File: src/sv/mbtcp_pkg.sv
// shared types and constants for the modbus tcp request framer
`default_nettype none
package mbtcp_pkg;

   localparam int REQ_DATA_W = 56;

   // function codes handled
   localparam logic [7:0] FC_READ_COILS      = 8'd1;
   localparam logic [7:0] FC_READ_DISCRETE   = 8'd2;
   localparam logic [7:0] FC_READ_HOLDING    = 8'd3;
   localparam logic [7:0] FC_READ_INPUT      = 8'd4;
   localparam logic [7:0] FC_WRITE_COIL      = 8'd5;
   localparam logic [7:0] FC_WRITE_REGISTER  = 8'd6;
   localparam logic [7:0] FC_WRITE_COILS     = 8'd15;
   localparam logic [7:0] FC_WRITE_REGISTERS = 8'd16;

   // quantity limits
   localparam logic [10:0] READ_BITS_LIMIT  = 11'd2000;
   localparam logic [10:0] READ_WORDS_LIMIT = 11'd125;
   localparam logic [10:0] MAX_REGISTERS    = 11'd123;
   localparam logic [10:0] MAX_COILS        = 11'd1968;

   localparam logic [7:0]  UNIT_ID_RESET   = 8'd1;
   localparam logic [15:0] TID_RESET       = 16'd1;
   localparam logic [15:0] COIL_ON_WORD    = 16'hFF00;
   localparam logic [8:0]  SHORT_FRAME_LEN = 9'd6;
   localparam logic [8:0]  MULTI_LEN_BASE  = 9'd7;

   // byte positions inside a frame
   localparam logic [3:0] IDX_WORD_LO = 4'd11;
   localparam logic [3:0] IDX_COUNT   = 4'd12;

   typedef enum logic [1:0] {
      KIND_NONE  = 2'd0,
      KIND_REGS  = 2'd1,
      KIND_COILS = 2'd2
   } open_kind_type;

   typedef enum logic [1:0] {
      JOB_REJECT = 2'd0,
      JOB_FRAME  = 2'd1,
      JOB_REGS   = 2'd2,
      JOB_COIL   = 2'd3
   } job_kind_type;

   // one unit of work for the byte serializer
   typedef struct packed {
      job_kind_type kind;
      logic         multi;   // frame carries the byte count
      logic         done;    // data bytes close the frame
      logic [15:0]  tid;
      logic [8:0]   len;
      logic [7:0]   unit;
      logic [7:0]   fc;
      logic [15:0]  addr;
      logic [15:0]  word;    // quantity, single value, register word or coil byte
      logic [7:0]   count;
   } job_type;

   localparam int JOB_W = $bits(job_type);

endpackage
`default_nettype wire

File: src/sv/mbtcp_front.sv
// request decoder: checks requests, keeps framing state, issues serializer jobs
`default_nettype none
module mbtcp_front (
   input  wire logic                            clock,
   input  wire logic                            reset,
   input  wire logic                            csr_wr_en,
   input  wire logic [7:0]                      csr_wr_data,
   input  wire logic                            req_tvalid,
   output logic                                 req_tready,
   input  wire logic [mbtcp_pkg::REQ_DATA_W-1:0] req_tdata,
   input  wire logic                            req_tuser,
   output logic                                 push,
   output mbtcp_pkg::job_type                   push_job,
   input  wire logic                            push_ready
);
   import mbtcp_pkg::*;

   logic [7:0]    unit_id_ff;
   logic [15:0]   tid_ff, tid_in;
   open_kind_type open_ff, open_in;
   logic [10:0]   left_ff, left_in;
   logic [7:0]    pack_ff, pack_in;
   logic [2:0]    pos_ff, pos_in;

   logic          accept;
   logic [7:0]    fc;
   logic [15:0]   addr;
   logic [10:0]   qty;
   logic [15:0]   val;
   logic          ok;
   logic          multi;
   logic [15:0]   word;
   logic [8:0]    len;
   logic [7:0]    count;
   logic [11:0]   coil_sum;
   logic [10:0]   left_dec;
   logic          done;
   logic [7:0]    pack_new;

   assign fc   = req_tdata[7:0];
   assign addr = req_tdata[23:8];
   assign qty  = req_tdata[34:24];
   assign val  = req_tdata[50:35];

   assign req_tready = push_ready;
   assign accept     = req_tvalid && push_ready;
   assign coil_sum   = {1'b0, qty} + 12'd7;
   assign left_dec   = left_ff - 11'd1;
   assign done       = (left_dec == 11'd0);
   assign pack_new   = pack_ff | (8'(val[0]) << pos_ff);

   // header decode
   always_comb begin
      ok    = 1'b0;
      multi = 1'b0;
      word  = {5'd0, qty};
      count = 8'd0;
      len   = SHORT_FRAME_LEN;
      unique case (fc) inside
         FC_READ_COILS, FC_READ_DISCRETE: begin
            ok = (qty != 11'd0) && (qty <= READ_BITS_LIMIT);
         end
         FC_READ_HOLDING, FC_READ_INPUT: begin
            ok = (qty != 11'd0) && (qty <= READ_WORDS_LIMIT);
         end
         FC_WRITE_COIL: begin
            ok   = 1'b1;
            word = val[0] ? COIL_ON_WORD : 16'd0;
         end
         FC_WRITE_REGISTER: begin
            ok   = 1'b1;
            word = val;
         end
         FC_WRITE_COILS: begin
            ok    = (qty != 11'd0) && (qty <= MAX_COILS);
            multi = 1'b1;
            count = coil_sum[10:3];
            len   = MULTI_LEN_BASE + {1'b0, count};
         end
         FC_WRITE_REGISTERS: begin
            ok    = (qty != 11'd0) && (qty <= MAX_REGISTERS);
            multi = 1'b1;
            count = {qty[6:0], 1'b0};
            len   = MULTI_LEN_BASE + {1'b0, count};
         end
         default: begin
            ok = 1'b0;
         end
      endcase
   end

   always_comb begin
      tid_in   = tid_ff;
      open_in  = open_ff;
      left_in  = left_ff;
      pack_in  = pack_ff;
      pos_in   = pos_ff;
      push     = 1'b0;
      push_job = '0;
      push_job.kind = JOB_REJECT;
      if (accept) begin
         if (!req_tuser) begin
            push = 1'b1;
            if (open_ff == KIND_NONE && ok) begin
               push_job.kind  = JOB_FRAME;
               push_job.multi = multi;
               push_job.tid   = tid_ff;
               push_job.len   = len;
               push_job.unit  = unit_id_ff;
               push_job.fc    = fc;
               push_job.addr  = addr;
               push_job.word  = word;
               push_job.count = count;
               tid_in = tid_ff + 16'd1;
               if (multi) begin
                  open_in = (fc == FC_WRITE_COILS) ? KIND_COILS : KIND_REGS;
                  left_in = qty;
                  pack_in = 8'd0;
                  pos_in  = 3'd0;
               end
            end
         end else if (open_ff == KIND_NONE || left_ff == 11'd0) begin
            push = 1'b1;
         end else begin
            left_in = left_dec;
            if (done) begin
               open_in = KIND_NONE;
            end
            push_job.done = done;
            if (open_ff == KIND_REGS) begin
               push          = 1'b1;
               push_job.kind = JOB_REGS;
               push_job.word = val;
            end else begin
               pos_in = pos_ff + 3'd1;
               if (pos_ff == 3'd7 || done) begin
                  // full coil byte or last coil
                  push          = 1'b1;
                  push_job.kind = JOB_COIL;
                  push_job.word = {8'd0, pack_new};
                  pack_in       = 8'd0;
                  pos_in        = 3'd0;
               end else begin
                  pack_in = pack_new;
               end
            end
         end
      end
   end

   always_ff @(posedge clock) begin
      if (reset) begin
         unit_id_ff <= UNIT_ID_RESET;
         tid_ff     <= TID_RESET;
         open_ff    <= KIND_NONE;
         left_ff    <= 11'd0;
         pack_ff    <= 8'd0;
         pos_ff     <= 3'd0;
      end else begin
         if (csr_wr_en) begin
            unit_id_ff <= csr_wr_data;
         end
         tid_ff  <= tid_in;
         open_ff <= open_in;
         left_ff <= left_in;
         pack_ff <= pack_in;
         pos_ff  <= pos_in;
      end
   end

endmodule
`default_nettype wire

File: src/sv/mbtcp_queue.sv
// two-entry job queue between decoder and serializer
`default_nettype none
module mbtcp_queue (
   input  wire logic              clock,
   input  wire logic              reset,
   input  wire logic              push,
   input  wire mbtcp_pkg::job_type push_job,
   output logic                   push_ready,
   output logic                   pop_valid,
   output mbtcp_pkg::job_type     pop_job,
   input  wire logic              pop
);
   import mbtcp_pkg::*;

   job_type    mem_ff [2];
   logic       wr_ptr_ff;
   logic       rd_ptr_ff;
   logic [1:0] fill_ff, fill_in;

   assign push_ready = (fill_ff != 2'd2);
   assign pop_valid  = (fill_ff != 2'd0);
   assign pop_job    = mem_ff[rd_ptr_ff];

   always_comb begin
      fill_in = fill_ff;
      if (push && !pop) begin
         fill_in = fill_ff + 2'd1;
      end else if (pop && !push) begin
         fill_in = fill_ff - 2'd1;
      end
   end

   always_ff @(posedge clock) begin
      if (push) begin
         mem_ff[wr_ptr_ff] <= push_job;
      end
   end

   always_ff @(posedge clock) begin
      if (reset) begin
         wr_ptr_ff <= 1'b0;
         rd_ptr_ff <= 1'b0;
         fill_ff   <= 2'd0;
      end else begin
         if (push) begin
            wr_ptr_ff <= ~wr_ptr_ff;
         end
         if (pop) begin
            rd_ptr_ff <= ~rd_ptr_ff;
         end
         fill_ff <= fill_in;
      end
   end

endmodule
`default_nettype wire

File: src/sv/mbtcp_back.sv
// byte serializer: walks a job out as frame bytes through an output register
`default_nettype none
module mbtcp_back (
   input  wire logic              clock,
   input  wire logic              reset,
   input  wire logic              job_valid,
   input  wire mbtcp_pkg::job_type job,
   output logic                   job_pop,
   output logic                   rsp_tvalid,
   input  wire logic              rsp_tready,
   output logic [7:0]             rsp_tdata,
   output logic                   rsp_tlast,
   output logic                   rsp_tuser
);
   import mbtcp_pkg::*;

   job_type    cur_ff, cur_in;
   logic       busy_ff, busy_in;
   logic [3:0] idx_ff, idx_in;
   logic       out_valid_ff, out_valid_in;
   logic [7:0] out_byte_ff;
   logic       out_last_ff;
   logic       out_rej_ff;

   logic       load_out;
   logic       emit;
   logic       fin;
   logic       take;
   logic [7:0] byte_sel;
   logic       last_sel;
   logic       end_sel;

   // byte, last flag and end of job for the current position
   always_comb begin
      byte_sel = 8'd0;
      last_sel = 1'b0;
      end_sel  = 1'b0;
      unique case (cur_ff.kind)
         JOB_REJECT: begin
            last_sel = 1'b1;
            end_sel  = 1'b1;
         end
         JOB_FRAME: begin
            case (idx_ff)
               4'd0:    byte_sel = cur_ff.tid[15:8];
               4'd1:    byte_sel = cur_ff.tid[7:0];
               4'd4:    byte_sel = {7'd0, cur_ff.len[8]};
               4'd5:    byte_sel = cur_ff.len[7:0];
               4'd6:    byte_sel = cur_ff.unit;
               4'd7:    byte_sel = cur_ff.fc;
               4'd8:    byte_sel = cur_ff.addr[15:8];
               4'd9:    byte_sel = cur_ff.addr[7:0];
               4'd10:   byte_sel = cur_ff.word[15:8];
               4'd11:   byte_sel = cur_ff.word[7:0];
               4'd12:   byte_sel = cur_ff.count;
               default: byte_sel = 8'd0;
            endcase
            // multi-write heads continue with data bytes, so no last flag
            last_sel = (idx_ff == IDX_WORD_LO) && !cur_ff.multi;
            end_sel  = last_sel || (idx_ff == IDX_COUNT);
         end
         JOB_REGS: begin
            byte_sel = (idx_ff == 4'd0) ? cur_ff.word[15:8] : cur_ff.word[7:0];
            last_sel = (idx_ff != 4'd0) && cur_ff.done;
            end_sel  = (idx_ff != 4'd0);
         end
         JOB_COIL: begin
            byte_sel = cur_ff.word[7:0];
            last_sel = cur_ff.done;
            end_sel  = 1'b1;
         end
         default: begin
            end_sel = 1'b1;
         end
      endcase
   end

   assign load_out = !out_valid_ff || rsp_tready;
   assign emit     = busy_ff && load_out;
   assign fin      = emit && end_sel;
   assign take     = job_valid && (!busy_ff || fin);
   assign job_pop  = take;

   always_comb begin
      cur_in  = cur_ff;
      busy_in = busy_ff;
      idx_in  = idx_ff;
      if (take) begin
         cur_in  = job;
         busy_in = 1'b1;
         idx_in  = 4'd0;
      end else if (fin) begin
         busy_in = 1'b0;
      end else if (emit) begin
         idx_in = idx_ff + 4'd1;
      end
      out_valid_in = emit ? 1'b1 : (rsp_tready ? 1'b0 : out_valid_ff);
   end

   always_ff @(posedge clock) begin
      cur_ff <= cur_in;
      idx_ff <= idx_in;
      if (emit) begin
         out_byte_ff <= byte_sel;
         out_last_ff <= last_sel;
         out_rej_ff  <= (cur_ff.kind == JOB_REJECT);
      end
   end

   always_ff @(posedge clock) begin
      if (reset) begin
         busy_ff      <= 1'b0;
         out_valid_ff <= 1'b0;
      end else begin
         busy_ff      <= busy_in;
         out_valid_ff <= out_valid_in;
      end
   end

   assign rsp_tvalid = out_valid_ff;
   assign rsp_tdata  = out_byte_ff;
   assign rsp_tlast  = out_last_ff;
   assign rsp_tuser  = out_rej_ff;

endmodule
`default_nettype wire

File: src/sv/modbus_tcp_request_framer_top.sv
// top level of the modbus tcp request framer
// Turns request items into Modbus TCP request frames, one byte per output transfer, network
// order. A request is taken whenever the two-entry job queue has room, so the decoder runs
// ahead while the serializer is still sending. Output speed is set by the byte serializer,
// one byte per cycle with rsp_tready high: read and single-write headers are 12 bytes,
// multi-write heads 13, a register element 2, a coil element 1 per eight coils (none for a
// partial byte unless it holds the last coil), and a rejected request 1 byte. No clearing
// pass after reset.
`default_nettype none
module modbus_tcp_request_framer_top (
   input  wire logic                            clock,
   input  wire logic                            reset,
   input  wire logic                            csr_wr_en,
   input  wire logic [7:0]                      csr_wr_data,  // unit_id
   input  wire logic                            req_tvalid,
   output logic                                 req_tready,
   // function_code[7:0], start_address[23:8], quantity[34:24], value[50:35], zero pad
   input  wire logic [mbtcp_pkg::REQ_DATA_W-1:0] req_tdata,
   input  wire logic                            req_tuser,    // command
   output logic                                 rsp_tvalid,
   input  wire logic                            rsp_tready,
   output logic [7:0]                           rsp_tdata,    // frame_byte
   output logic                                 rsp_tlast,    // last_byte
   output logic                                 rsp_tuser     // rejected
);
   import mbtcp_pkg::*;

   logic    push;
   job_type push_job;
   logic    push_ready;
   logic    pop_valid;
   job_type pop_job;
   logic    pop;

   mbtcp_front u_front (
      .clock       (clock),
      .reset       (reset),
      .csr_wr_en   (csr_wr_en),
      .csr_wr_data (csr_wr_data),
      .req_tvalid  (req_tvalid),
      .req_tready  (req_tready),
      .req_tdata   (req_tdata),
      .req_tuser   (req_tuser),
      .push        (push),
      .push_job    (push_job),
      .push_ready  (push_ready)
   );

   mbtcp_queue u_queue (
      .clock      (clock),
      .reset      (reset),
      .push       (push),
      .push_job   (push_job),
      .push_ready (push_ready),
      .pop_valid  (pop_valid),
      .pop_job    (pop_job),
      .pop        (pop)
   );

   mbtcp_back u_back (
      .clock      (clock),
      .reset      (reset),
      .job_valid  (pop_valid),
      .job        (pop_job),
      .job_pop    (pop),
      .rsp_tvalid (rsp_tvalid),
      .rsp_tready (rsp_tready),
      .rsp_tdata  (rsp_tdata),
      .rsp_tlast  (rsp_tlast),
      .rsp_tuser  (rsp_tuser)
   );

endmodule
`default_nettype wire

File: config.mk
export PLATFORM = sky130hd
export DESIGN_NAME = modbus_tcp_request_framer_top
export DESIGN_NICKNAME = d
export VERILOG_FILES = /design/src/sv/mbtcp_pkg.sv /design/src/sv/mbtcp_front.sv /design/src/sv/mbtcp_queue.sv /design/src/sv/mbtcp_back.sv /design/src/sv/modbus_tcp_request_framer_top.sv
export SDC_FILE = /design/constraint.sdc
export NUM_CORES = 1
export LEC_CHECK = 0
export BUFFER_PORTS_ARGS = -buffer_cell sky130_fd_sc_hd__buf_4
export CAP_MARGIN = 20
export CORE_MARGIN = 3
export CORE_UTILIZATION = 57
export CTS_CLUSTER_DIAMETER = 80
export CTS_CLUSTER_SIZE = 10
export DETAILED_ROUTE_END_ITERATION = 8
export PLACE_DENSITY = 0.75
export SYNTH_ARGS = -nofsm -noshare
export SYNTH_HDL_FRONTEND = slang
export SYNTH_SLANG_ARGS = --single-unit
File: constraint.sdc
create_clock -name clock -period 9.75 [get_ports clock]
set_clock_uncertainty 0.2 [all_clocks]
set_input_delay 0.4875 -clock clock [delete_from_list [all_inputs] [get_ports clock]]
set_output_delay 0.4875 -clock clock [all_outputs]
set_load 0.005 [all_outputs]
==> summary.md <==
| Metric | Value |
|---|---|
| Simple-gate portion of the synthesized area | `0.116` |
| 1st-iter DRT viols | `846` |
| Input/output buffers | `76` |
| Total number of yosys warnings | `0` |
| WS Path Type | `reg2reg` |
| Clock-pin slew on the worst setup and hold paths | `0.06 ns` |
| Total gr overflow | `0` |
| Number of flops mapped to enable cells by yosys | `265` |
| Global-route total usage across every layer | `0.239` |
| Adder-cell share of the synthesized area | `0.0165` |
| Number of vias per cell | `6.16` |
| Most common flop cell mapped by yosys | `edfxtp_1` |
| WHS | `0.0218 ns` |
| Main combinational cell family by area after synthesis | `simple AND/OR/NAND/NOR gates` |
| Remaining DRCs | `0` |
| Worst setup SP type | `flop` |
| Die footprint | `27300 sq um` |
| Maximum VDD drop | `0.000128 V` |
| Mapped cell area | `14500 sq um` |
| Die Y-Extent | `165 um` |
| Synth Area in Compound Gates | `0.112` |
| Max transition margin | `0.337` |
| R2R depth | `8` |
| Critical Path RT | `9.67 ns` |
| Max Cap Viol | `0` |
| Vias in the first global route | `9108` |
| Top cell type by total area after synthesis | `edfxtp_1` |
| Status | `complete, no violations` |
| Area Growth Syn to Fin | `13.5%` |
| Routed len/inst | `21.4 um` |
| Nets@finish | `1256` |
| Sequential area share after synthesis | `0.631` |
| Min-delay src | `csr_wr_data[5]` |
| Final Setup Violations | `0` |
| Initial antenna violation count | `0` |
| Initial core utilization | `0.587` |
| Core Region | `24600 sq um` |
| Max Clock Freq | `0.237 GHz` |
| Critical Path Source | `u_front.left_ff[0]` |
| Post-synthesis xor/xnor area fraction | `0.0176` |
| I/O pin count | `82` |
| Worst skew pair latency | `0.51 ns` |
| Share of the synthesized area in the top cell type | `0.551` |
| #FFs+latches synth | `323` |
| Share of layout cells above drive strength 1 | `0.205` |
| Design Area, Final | `16400 sq um` |
| Pins Over Slew Limit | `0` |
| Crit path capture type | `flop` |
| Clock Sinks | `323` |
| Setup bufs post-CTS | `0` |
| Period utilization | `0.433` |
| Post-CTS Resized | `0` |
| Async S/R FF share, synth | `0` |
| Deepest clock path buffer count | `3` |
| Final core occ | `0.666` |
| Post-Syn Area per Cell | `13.1 sq um` |
| CTS Buf Count | `38` |
| Hold depth | `3` |
| Pwr dens | `262 nW/um^2` |
| Most frequent cell after synthesis | `edfxtp_1` |
| Slew at the pin closest to its max-slew limit | `0.986 ns` |
| Yosys cell types | `87` |
| N_diodes | `0` |
| Root Driver | `clkbuf_16` |
| Drt first pass iters | `5` |
| Largest net degree at the start of global routing | `69` |
| H-tree depth | `2` |
| Synth top area cells | `edfxtp_1, dfxtp_1, mux2_2` |
| Area post-placement | `15200 sq um` |
| Critical R2R Launch | `u_front.left_ff[0]` |
| First-pass GRT wire length | `50.3 mm` |
| Minimum clock period after layout | `4.22 ns` |
| RSZ-0062 raised after global routing | `no` |
| DR vias | `9359` |
| CP max FO | `49` |
| Critical path arrival | `4.14 ns` |
| Syn Inst Count | `1101` |
| Synth cell count leaders | `edfxtp_1, nor2_1, mux2_2` |
| Total wire length | `32.5 mm` |
| CTS tree | `done` |
| Row cnt | `57` |
| DP HPWL | `20.8 mm` |
| GP Congestion | `0.941` |
| Setup Total Neg Slack | `0 ns` |
| Final Hold Violating Endpoints | `0` |
| Leak Pwr | `5.86 nW` |
| Die Wd | `165 um` |
| Antenna-violating nets left | `0` |
| Worst hold-check path type | `in2reg` |
| Mux contribution to synthesized area | `0.0782` |
-- worst max-delay path: stages, from the launching register on --
cell      delay (ns)
dfxtp_1         0.39
nor4_1          0.88
nand3b_1        0.16
a21boi_1        0.19
o211ai_2        0.16
a21oi_1         0.44
nor2b_4         0.23
buf_4           0.46
buf_4           0.67
-- layout by cell type (no fill, tap or decap), types with 19 or more instances in the layout --
master / n
and2_1: 49
mux2_2: 87
nand3_1: 26
nor2_1: 91
o21ai_0: 26
a21oi_1: 43
dfxtp_1: 57
inv_1: 27
buf_4: 87
edfxtp_1: 265
clkbuf_16: 41
ha_1: 19
nand2_1: 46
clkbuf_1: 27
-- layout make-up --
class,instances,area [sq um]
Clock inverter,1,8.76
Tap cell,324,405
Multi-Input combinational cell,689,4970
Inverter,27,101
Timing Repair Buffer,88,663
Fill cell,1785,8210
Sequential cell,323,9120
Clock buffer,68,1130
-- registers in the layout, indices dropped and copies added (netlist names), 2 cells and up --
| name | flops |
|---|---|
| u_back.rsp_tdata | 8 |
| u_front.unit_id_ff | 8 |
| u_front.pos_ff | 3 |
| u_front.left_ff | 11 |
| u_front.tid_ff | 16 |
| u_queue.fill_ff | 2 |
| u_back.idx_ff | 4 |
| u_queue.mem_ff | 170 |
| u_front.open_ff | 2 |
| u_back.cur_ff | 85 |
| u_front.pack_ff | 8 |
-- cell families after synthesis --
logic type | after synthesis
AND/OR/NAND/NOR | 313
multiplexers | 102
AO/OA/AOI/OAI | 220
other | 1
adder cells (fa/ha/maj) | 19
buffers and inverters | 94
flip-flops | 323
XOR/XNOR | 29
-- final timing paths --
| check | end | slack, ns |
|---|---|---|
| max | u_queue.mem_ff[0][59] | 5.53 |
| min | u_front.unit_id_ff[5] | 0.02 |
| max reg2reg | u_queue.mem_ff[0][59] | 5.53 |
| min reg2reg | u_front.pack_ff[0] | 0.27 |
-- where the power goes --
part           internal [W]  leakage, nW  switching (W)  total (W)
Clock              0.000778        0.542       0.000514    0.00129
Sequential          0.00196         3.03       0.000171    0.00213
Combinational      0.000347         2.30       0.000529   0.000875
-- per-layer routing --
| metal | GRT usage | up-vias | share of wire |
|---|---|---|---|
| li1 | - | 4346 | - |
| met1 | 0.333 | 4516 | 0.43 |
| met2 | 0.371 | 407 | 0.46 |
| met3 | 0.0417 | 90 | 0.069 |
| met4 | 0.106 | 0 | 0.040 |
| met5 | 0 | - | 0 |
-- what timing repair did --
| action | 4_1_cts | 5_1_grt |
|---|---|---|
| setup endpoints to repair | 0 | 0 |
| hold buffers | 1 | 0 |
| endpoints found under the hold margin | 1 | 0 |
-- stage by stage --
stage / worst slack (ns) / total power [W] / instances
after floorplan: 2.63 / 0.00271 / 1106
after global placement: 5.68 / 0.00300 / 1450
after detailed placement: 5.61 / 0.00302 / 1450
after CTS: 5.55 / 0.00432 / 1520
after global routing: 5.20 / 0.00448 / 1520
final: 5.53 / 0.00430 / 1520
Note: power is estimated with default switching activity, not from simulation.
